[src/rtl/dov_pkg.sv]
`timescale 1ns / 1ps

package dov_pkg;

  localparam int NUM_SENSORS = 8;
  localparam int DEPTH       = 8;

  localparam int SENSOR_W    = 3;
  localparam int DIST_W      = 10;
  localparam int PCT_W       = 7;
  localparam int SMP_W       = 4;
  localparam int CFG_IDX_W   = 3;
  localparam int CFG_DATA_W  = 10;

  localparam int SLOT_W      = $clog2(DEPTH);
  localparam int NUM_ENTRIES = NUM_SENSORS * DEPTH;
  localparam int ADDR_W      = $clog2(NUM_ENTRIES);

  localparam int PCT_BASE    = 100;
  localparam int PROD_W      = 18;

  localparam logic [DIST_W-1:0] MAXD_RESET   = DIST_W'(200);
  localparam logic [PCT_W-1:0]  PCT_RESET    = PCT_W'(10);
  localparam logic [SMP_W-1:0]  SAMPLES_RESET = SMP_W'(3);

  typedef enum logic [CFG_IDX_W-1:0] {
    CFG_MAX_DISTANCE       = 3'd0,
    CFG_DEFAULT_ERROR_PCT  = 3'd1,
    CFG_DEFAULT_SAMPLES    = 3'd2,
    CFG_MAX_DIST_ERROR_PCT = 3'd3,
    CFG_MAX_DIST_SAMPLES   = 3'd4
  } cfg_reg_e;

  typedef struct packed {
    logic [SENSOR_W-1:0] sensor;
    logic [DIST_W-1:0]   distance;
    logic                advance;
  } dov_in_t;

  typedef struct packed {
    logic [DIST_W-1:0] validated_distance;
    logic              accepted;
  } dov_out_t;

endpackage

[src/rtl/distance_outlier_validator_unit.sv]
`timescale 1ns / 1ps

// Distance outlier validator.
// Input channel (in_valid_i / in_stall_o) takes one item per reading: sensor index,
// distance and a flag that first advances the shared sample slot. Output channel
// (out_valid_o / out_stall_i) gives one item per input item: the validated distance
// and whether the new reading was taken. Registers are written through the cfg
// channel (cfg_valid_i / cfg_ready_o, always ready); the user must write them only
// while the block is idle, which the block does not enforce. A reading goes through
// S_RDPREV, S_MUL, S_BAND, S_WALK (out of band only: at most DEPTH-1 = 7 earlier raw
// samples) and S_DONE, which loads the output register; a sensor index out of range
// goes straight to S_DONE. The next item can be taken in the cycle after the result
// is loaded. The walk reads the raw sample RAM through its single read port, one
// sample a cycle. Reset: registers return to their defaults, the slot to DEPTH-1,
// and all sample entries read as 200 until written (per-entry valid bits).
// A stalled receiver holds the result in the output register; the block accepts
// one more item, then waits with its result until the output register drains.
module distance_outlier_validator_unit (
  input  logic                       clk_i,
  input  logic                       rst_ni,
  input  logic                       in_valid_i,
  output logic                       in_stall_o,
  input  dov_pkg::dov_in_t           in_data_i,
  output logic                       out_valid_o,
  input  logic                       out_stall_i,
  output dov_pkg::dov_out_t          out_data_o,
  input  logic                       cfg_valid_i,
  output logic                       cfg_ready_o,
  input  logic [dov_pkg::CFG_IDX_W-1:0]  cfg_index_i,
  input  logic [dov_pkg::CFG_DATA_W-1:0] cfg_data_i
);

  import dov_pkg::*;

  typedef enum logic [2:0] {
    S_IDLE,
    S_RDPREV,
    S_MUL,
    S_BAND,
    S_WALK,
    S_DONE
  } state_e;

  function automatic logic [SLOT_W-1:0] slot_inc(input logic [SLOT_W-1:0] k);
    return (k == SLOT_W'(DEPTH - 1)) ? '0 : SLOT_W'(k + 1'b1);
  endfunction

  function automatic logic [SLOT_W-1:0] slot_dec(input logic [SLOT_W-1:0] k);
    return (k == '0) ? SLOT_W'(DEPTH - 1) : SLOT_W'(k - 1'b1);
  endfunction

  function automatic logic [ADDR_W-1:0] entry_addr(input logic [SENSOR_W-1:0] s,
                                                   input logic [SLOT_W-1:0] k);
    int a;
    a = int'(s) * DEPTH + int'(k);
    return ADDR_W'(a);
  endfunction

  function automatic logic [PROD_W-1:0] x100(input logic [DIST_W-1:0] v);
    return PROD_W'(PROD_W'(v) * PROD_W'(PCT_BASE));
  endfunction

  // configuration
  logic [DIST_W-1:0] max_distance_q;
  logic [PCT_W-1:0]  default_error_pct_q;
  logic [SMP_W-1:0]  default_samples_q;
  logic [PCT_W-1:0]  max_dist_error_pct_q;
  logic [SMP_W-1:0]  max_dist_samples_q;

  assign cfg_ready_o = 1'b1;

  always_ff @(posedge clk_i or negedge rst_ni) begin
    if (!rst_ni) begin
      max_distance_q       <= MAXD_RESET;
      default_error_pct_q  <= PCT_RESET;
      default_samples_q    <= SAMPLES_RESET;
      max_dist_error_pct_q <= PCT_RESET;
      max_dist_samples_q   <= SAMPLES_RESET;
    end else if (cfg_valid_i && cfg_ready_o) begin
      case (cfg_index_i)
        CFG_MAX_DISTANCE:       max_distance_q       <= cfg_data_i[DIST_W-1:0];
        CFG_DEFAULT_ERROR_PCT:  default_error_pct_q  <= cfg_data_i[PCT_W-1:0];
        CFG_DEFAULT_SAMPLES:    default_samples_q    <= cfg_data_i[SMP_W-1:0];
        CFG_MAX_DIST_ERROR_PCT: max_dist_error_pct_q <= cfg_data_i[PCT_W-1:0];
        CFG_MAX_DIST_SAMPLES:   max_dist_samples_q   <= cfg_data_i[SMP_W-1:0];
        default: ;
      endcase
    end
  end

  // datapath state
  state_e              state_q;
  logic [SLOT_W-1:0]   slot_q;
  logic [SLOT_W-1:0]   cur_q;
  logic [SLOT_W-1:0]   prev_slot_q;
  logic [SLOT_W-1:0]   idx_q;
  logic [SLOT_W-1:0]   count_q;
  logic [SENSOR_W-1:0] sensor_q;
  logic [DIST_W-1:0]   dist_q;
  logic [DIST_W-1:0]   prev_q;
  logic [PCT_W-1:0]    pct_q;
  logic [SMP_W-1:0]    need_m1_q;
  logic [PROD_W-1:0]   hi_q;
  logic [PROD_W-1:0]   lo_q;
  logic                below_q;
  logic                take_q;
  logic                inrange_q;
  logic                rd_vld_q;
  logic [NUM_ENTRIES-1:0] vld_q;
  logic                out_valid_q;
  dov_out_t            out_q;

  // memories
  logic [ADDR_W-1:0] rd_addr;
  logic [ADDR_W-1:0] wr_addr;
  logic              ram_we;
  logic [DIST_W-1:0] raw_rdata;
  logic [DIST_W-1:0] val_rdata;
  logic [DIST_W-1:0] result;

  dov_ram #(.WIDTH(DIST_W), .DEPTH(NUM_ENTRIES)) u_raw_ram (
    .clk_i   (clk_i),
    .we_i    (ram_we),
    .waddr_i (wr_addr),
    .wdata_i (dist_q),
    .raddr_i (rd_addr),
    .rdata_o (raw_rdata)
  );

  dov_ram #(.WIDTH(DIST_W), .DEPTH(NUM_ENTRIES)) u_val_ram (
    .clk_i   (clk_i),
    .we_i    (ram_we),
    .waddr_i (wr_addr),
    .wdata_i (result),
    .raddr_i (rd_addr),
    .rdata_o (val_rdata)
  );

  // combinational helpers
  logic              accept;
  logic              out_free;
  logic [SLOT_W-1:0] cur_d;
  logic              is_max;
  logic [PCT_W-1:0]  pct_sel;
  logic [SMP_W-1:0]  need_sel;
  logic [DIST_W-1:0] prev_rd;
  logic [DIST_W-1:0] sample;
  logic [PROD_W-1:0] dist_s;
  logic [PROD_W-1:0] smp_s;
  logic              dist_in;
  logic              smp_in;
  logic [SLOT_W-1:0] idx_n;
  logic [SLOT_W-1:0] cnt_n;

  assign accept   = in_valid_i && !in_stall_o;
  assign out_free = !out_valid_q || !out_stall_i;
  assign cur_d    = in_data_i.advance ? slot_inc(slot_q) : slot_q;
  assign is_max   = in_data_i.distance == max_distance_q;
  assign pct_sel  = is_max ? max_dist_error_pct_q : default_error_pct_q;
  assign need_sel = is_max ? max_dist_samples_q : default_samples_q;
  assign prev_rd  = rd_vld_q ? val_rdata : MAXD_RESET;
  assign sample   = rd_vld_q ? raw_rdata : MAXD_RESET;

  // v <= floor(h/100) <=> 100v <= h ; v >= floor(l/100) <=> 100(v+1) > l
  assign dist_s  = x100(dist_q);
  assign smp_s   = x100(sample);
  assign dist_in = (dist_s <= hi_q) && (PROD_W'(dist_s + PROD_W'(PCT_BASE)) > lo_q);
  assign smp_in  = below_q ? ((sample <= prev_q) &&
                              (PROD_W'(smp_s + PROD_W'(PCT_BASE)) > lo_q))
                           : ((sample >= prev_q) && (smp_s <= hi_q));
  assign idx_n   = slot_dec(idx_q);
  assign cnt_n   = SLOT_W'(count_q + 1'b1);

  always_comb begin
    case (state_q)
      S_WALK:  rd_addr = entry_addr(sensor_q, idx_n);
      default: rd_addr = entry_addr(sensor_q, prev_slot_q);
    endcase
  end

  assign wr_addr = entry_addr(sensor_q, cur_q);
  assign ram_we  = (state_q == S_DONE) && out_free && inrange_q;
  assign result  = take_q ? dist_q : prev_q;

  always_ff @(posedge clk_i or negedge rst_ni) begin
    if (!rst_ni) begin
      state_q     <= S_IDLE;
      slot_q      <= SLOT_W'(DEPTH - 1);
      cur_q       <= '0;
      prev_slot_q <= '0;
      idx_q       <= '0;
      count_q     <= '0;
      sensor_q    <= '0;
      dist_q      <= '0;
      prev_q      <= '0;
      pct_q       <= '0;
      need_m1_q   <= '0;
      hi_q        <= '0;
      lo_q        <= '0;
      below_q     <= 1'b0;
      take_q      <= 1'b0;
      inrange_q   <= 1'b0;
      rd_vld_q    <= 1'b0;
      vld_q       <= '0;
      out_valid_q <= 1'b0;
      out_q       <= '0;
    end else begin
      rd_vld_q <= vld_q[rd_addr];
      if (out_valid_q && !out_stall_i && (state_q != S_DONE)) begin
        out_valid_q <= 1'b0;
      end
      case (state_q)
        S_IDLE: begin
          if (accept) begin
            slot_q      <= cur_d;
            cur_q       <= cur_d;
            prev_slot_q <= slot_dec(cur_d);
            sensor_q    <= in_data_i.sensor;
            dist_q      <= in_data_i.distance;
            pct_q       <= (int'(pct_sel) > PCT_BASE) ? PCT_W'(PCT_BASE) : pct_sel;
            need_m1_q   <= (need_sel == '0) ? '0 : SMP_W'(need_sel - 1'b1);
            inrange_q   <= int'(in_data_i.sensor) < NUM_SENSORS;
            take_q      <= 1'b0;
            prev_q      <= '0;
            if (int'(in_data_i.sensor) < NUM_SENSORS) begin
              state_q <= S_RDPREV;
            end else begin
              state_q <= S_DONE;
            end
          end
        end
        S_RDPREV: begin
          state_q <= S_MUL;
        end
        S_MUL: begin
          prev_q  <= prev_rd;
          hi_q    <= PROD_W'(PROD_W'(prev_rd) * (PROD_W'(PCT_BASE) + PROD_W'(pct_q)));
          lo_q    <= PROD_W'(PROD_W'(prev_rd) * (PROD_W'(PCT_BASE) - PROD_W'(pct_q)));
          state_q <= S_BAND;
        end
        S_BAND: begin
          below_q <= dist_q < prev_q;
          count_q <= '0;
          idx_q   <= prev_slot_q;
          if (dist_in) begin
            take_q  <= 1'b1;
            state_q <= S_DONE;
          end else begin
            state_q <= S_WALK;
          end
        end
        S_WALK: begin
          if (smp_in) begin
            take_q  <= int'(count_q) >= int'(need_m1_q);
            state_q <= S_DONE;
          end else if (idx_n == cur_q) begin
            take_q  <= int'(cnt_n) >= int'(need_m1_q);
            state_q <= S_DONE;
          end else begin
            count_q <= cnt_n;
            idx_q   <= idx_n;
          end
        end
        S_DONE: begin
          if (out_free) begin
            out_valid_q                    <= 1'b1;
            out_q.validated_distance       <= result;
            out_q.accepted                 <= take_q;
            if (inrange_q) begin
              vld_q[wr_addr] <= 1'b1;
            end
            state_q <= S_IDLE;
          end
        end
        default: state_q <= S_IDLE;
      endcase
    end
  end

  assign in_stall_o  = state_q != S_IDLE;
  assign out_valid_o = out_valid_q;
  assign out_data_o  = out_q;

`ifndef SYNTHESIS
  ap_busy_after_accept : assert property (@(posedge clk_i) disable iff (!rst_ni)
    accept |=> in_stall_o)
    else $error("block not busy after accepting an item");

  ap_walk_not_current : assert property (@(posedge clk_i) disable iff (!rst_ni)
    (state_q == S_WALK) |-> (idx_q != cur_q))
    else $error("walk reached the current slot");

  ap_walk_count : assert property (@(posedge clk_i) disable iff (!rst_ni)
    (state_q == S_WALK) |-> (int'(count_q) < DEPTH - 1))
    else $error("walk count out of range");

  ap_write_gives_result : assert property (@(posedge clk_i) disable iff (!rst_ni)
    ram_we |=> out_valid_o)
    else $error("store update without a result");
`endif

endmodule

[src/rtl/dov_ram.sv]
`timescale 1ns / 1ps

module dov_ram #(
  parameter int WIDTH = 10,
  parameter int DEPTH = 64
) (
  input  logic                     clk_i,
  input  logic                     we_i,
  input  logic [$clog2(DEPTH)-1:0] waddr_i,
  input  logic [WIDTH-1:0]         wdata_i,
  input  logic [$clog2(DEPTH)-1:0] raddr_i,
  output logic [WIDTH-1:0]         rdata_o
);

  logic [WIDTH-1:0] mem_q [DEPTH];
  logic [WIDTH-1:0] rdata_q;

  always_ff @(posedge clk_i) begin
    if (we_i) begin
      mem_q[waddr_i] <= wdata_i;
    end
    rdata_q <= mem_q[raddr_i];
  end

  assign rdata_o = rdata_q;

endmodule

[config.mk]
export PLATFORM = sky130hd
export DESIGN_NAME = distance_outlier_validator_unit
export DESIGN_NICKNAME = d
export VERILOG_FILES = /design/src/rtl/dov_pkg.sv /design/src/rtl/distance_outlier_validator_unit.sv /design/src/rtl/dov_ram.sv
export SDC_FILE = /design/constraint.sdc
export NUM_CORES = 2
export LEC_CHECK = 0
export BUFFER_PORTS_ARGS = -buffer_cell sky130_fd_sc_hd__buf_2
export CAP_MARGIN = 10
export CORE_ASPECT_RATIO = 0.8
export CORE_MARGIN = 2
export CORE_UTILIZATION = 45
export CTS_BUF_LIST = sky130_fd_sc_hd__clkbuf_8
export DETAILED_ROUTE_END_ITERATION = 8
export PLACE_DENSITY_LB_ADDON = 0.3
export SLEW_MARGIN = 20
export SYNTH_ARGS = -nofsm -noshare
export SYNTH_HDL_FRONTEND = slang
export SYNTH_SLANG_ARGS = --single-unit
[constraint.sdc]
create_clock -name clk_i -period 8.7 [get_ports clk_i]
set_input_delay 1.305 -clock clk_i [delete_from_list [all_inputs] [get_ports clk_i]]
set_output_delay 1.305 -clock clk_i [all_outputs]
set_load 0.02 [all_outputs]
==> results.md <==
* Unrepaired setup endpoints after global routing: false
* Tmin final at ~6.9 ns
* Yosys top cell by area: edfxtp_1
* Number of DRC markers in iteration 0 at between 6k and 7k
* Max Slew Vio Count at 0
* Post-Synth XOR/XNOR Area at 1.34%
* Syn nets at ~6.3k
* Final setup TNS at 0 ns
* Post-synthesis compound-gate area fraction at under 10%
* Share of the synthesized area in the top cell type at 55.6%
* MaxCap Viol Count at 0
* Gp weighted congestion at just over 0.9
* Final setup vio count at 0
* Worst Tran Pin Value at roughly 1.2 ns
* Ratio of cells with drive above 1 in the final layout at between 10% and 20%
* Number of synthesized register bits at around 1.5k
* Critical path class: reg2reg
* Post-DP HPWL at about 120000 um
* Area Growth Syn to Fin at 9.90%
* Setup bufs post-CTS at 0
* # resized after CTS at 0
* Mux contribution to synthesized area at approximately 1.3%
* Clk Latency, worst-skew pair at 0.98 ns
* Relative slew slack at approximately 17%
* Synth async-reset ratio at around an eighth
* Post-synth EDFFs at ~1.3k
* Most frequent cells in the layout: nand2_1 (1565), edfxtp_1 (1280), nand3_1 (659)
* Vias in the first global route at between 40k and 50k
* Multi-input gate area at about 23000 um^2
* Syn Inst Count at roughly 6k
* Worst Path Required at 9.53 ns
* HP Class: in2async
* Total wire length at ~200000 um
* Final Cycle Share at between 70% and 80%
* Detailed-route wire length per cell at 24.3 um
* Top-Level Pins at 46
* Sequential share of the synthesized area at 63.4%
* CTS Hold Buffers Added at 0
* Yosys cell types at 74
* Fillers at 13.3k
* Pre-Repair DR Iteration Count at 5
* Storage cell area at about 44000 um^2
* CTS root buffer: clkbuf_8
* Grt total ovfl at 0
* Synth Flop Type: edfxtp_1
* Cell Rows at 128
* Fmax at ~0.14 GHz
* Most common cell after layout, fill and taps aside: nand2_1
* Fin. Hold Viols at 0
* Nets at ~6.3k
* Adder-cell share of the synthesized area at between 7 and 8%
* Worst-path maximum fanout at 30
* GRT Overall Usage at approximately 25%
* Synthesized area at roughly 69000 um^2
* Drc violations at 0
* Remaining antenna violation count at 0
* Cts bufs inserted at between 200 and 250
* Die Area at around 160000 um^2
* Sink Count at 1499
* Via/cell ratio at roughly 5.8
* Main combinational cell family by area after synthesis: simple AND/OR/NAND/NOR gates
* CTS Buffer Depth at 3
* Synth warnings at 0
* Clock skew at about 0.074 ns
* Largest net degree at the start of global routing at between 150 and 200
* H-tree levels at 4
* DIE HEIGHT at between 300 and 400 um
* Vias at between 40k and 50k
* Post-Syn Area per Cell at 11.7 um^2
* I/O Buffers at 44
* Worst-path clk slew at 0.08 ns
* R2R cell count at 25
* TritonCTS clock tree: built
* Synth area leaders: edfxtp_1 (56%), nand2_1 (8.5%), dfrtp_1 (6.7%)
* Run status: finished, final reports clean
* Worst EP arrival at a little under 8 ns
* Total core area at 152000 um^2
* CP Capture Type: flop
* Startpoint Class: flop
* Initial antenna violation count at 10
* Initial Utilization at 45.4%
* Post-synthesis simple-gate area fraction at 17.4%
* Global-route wire length before repair at between 200000 and 300000 um
* Die W at approximately 440 um
## flip-flops by register name, indices dropped and copies added (netlist names), 7 cells and up
signal and count:
pct_q 7, u_raw_ram.mem_q 640, max_dist_error_pct_q 7, u_val_ram.rdata_o 10, dist_q 10, lo_q 17, out_data_o 11, vld_q 64
hi_q 18, default_error_pct_q 7, prev_q 10, u_val_ram.mem_q 640, max_distance_q 10, u_raw_ram.rdata_o 10
## cell type report
cell class              count  area share [%]
diodes                      3         0.00989
clock buffers             235            4.26
clock inverters           177            1.20
inverters                 224            1.11
multi-input cells        3821            30.8
flip-flops and latches   1499            57.8
well taps                2015            3.32
repair buffers            155            1.57
## cell families after synthesis
family,after synthesis
other,1
buffers and inverters,568
AO/OA/AOI/OAI,556
multiplexers,73
XOR/XNOR,106
AND/OR/NAND/NOR,2739
adder cells (fa/ha/maj),346
flip-flops,1499
## critical path, cell delays in order (launching register included)
cell and delay, ns:
dfrtp_2 0.63, nand2_1 0.20, inv_1 0.13, ha_1 0.24, ha_1 0.17, inv_1 0.04
fa_1 0.47, inv_1 0.04, ha_1 0.34, a21o_1 0.19, a21oi_1 0.29, o21bai_1 0.11
a21oi_1 0.18, xnor2_1 0.25, nand3_1 0.20, nor3_1 0.26, and3_1 0.21, ha_1 0.25
a21oi_1 0.15, o21a_1 0.17, o211ai_1 0.11, o311a_1 0.42, or4b_1 0.69, a31oi_2 0.58
a21oi_1 0.16, mux2_2 0.31
## path summary, 6_finish.rpt
check / from / to / slack (ns)
max reg2reg: rd_vld_q$_DFF_PN0_ / take_q$_DFFE_PN0P_ / 1.77
max in group asynchronous: rst_ni / vld_q[16]$_DFFE_PN0P_ / 6.51
min in group clk_i: inrange_q$_DFFE_PN0P_ / inrange_q$_DFFE_PN0P_ / 0.46
min: rst_ni / hi_q[17]$_DFFE_PN0P_ / 0.31
max: rd_vld_q$_DFF_PN0_ / take_q$_DFFE_PN0P_ / 1.77
min reg2reg: inrange_q$_DFFE_PN0P_ / inrange_q$_DFFE_PN0P_ / 0.46
## layer usage
metal / wire [um] / vias to the layer above / GRT usage [%]
met5: 58 / - / 0
met4: 5110 / 10 / 7.59
met3: 21500 / 327 / 5.76
met2: 84400 / 2346 / 36.0
met1: 86600 / 23400 / 37.4
li1: - / 21000 / -
## through the flow
step	std cells	utilization [%]	hold WS, ns	setup WS [ns]	area, um^2
floorplan	5888	-	0.425	2.15	69100
global placement	7714	47.1	0.441	1.71	71800
detailed placement	7714	47.1	0.444	1.61	71800
CTS	8126	49.8	0.247	1.61	75900
global route	8127	49.9	0.319	1.26	75900
finish	8129	49.9	0.308	1.77	75900
## synthesized netlist by cell type (10+ instances only)
cell	number
nand2_1	1565
edfxtp_1	1280
nand3_1	659
ha_1	238
inv_1	222
dfrtp_1	185
nor2_1	166
clkbuf_1	146
buf_2	141
and3_1	133
a311oi_1	124
fa_1	107
a21oi_1	92
o21ai_0	91
a31oi_1	85
or2_2	71
xnor2_1	57
mux2_2	53
xor2_1	49
buf_1	37
a21o_1	25
and2_1	24
a311o_1	23
nand2b_1	23
buf_4	20
dfxtp_1	20
nor3_1	19
a211oi_1	16
nor2b_1	16
o21a_1	16
dfstp_2	14
nand4_1	14
o22ai_1	14
o211ai_1	13
mux2i_1	10
Power is not shown: default switching activity piles up to over one toggle a cycle in this logic, so the estimate is an artifact.
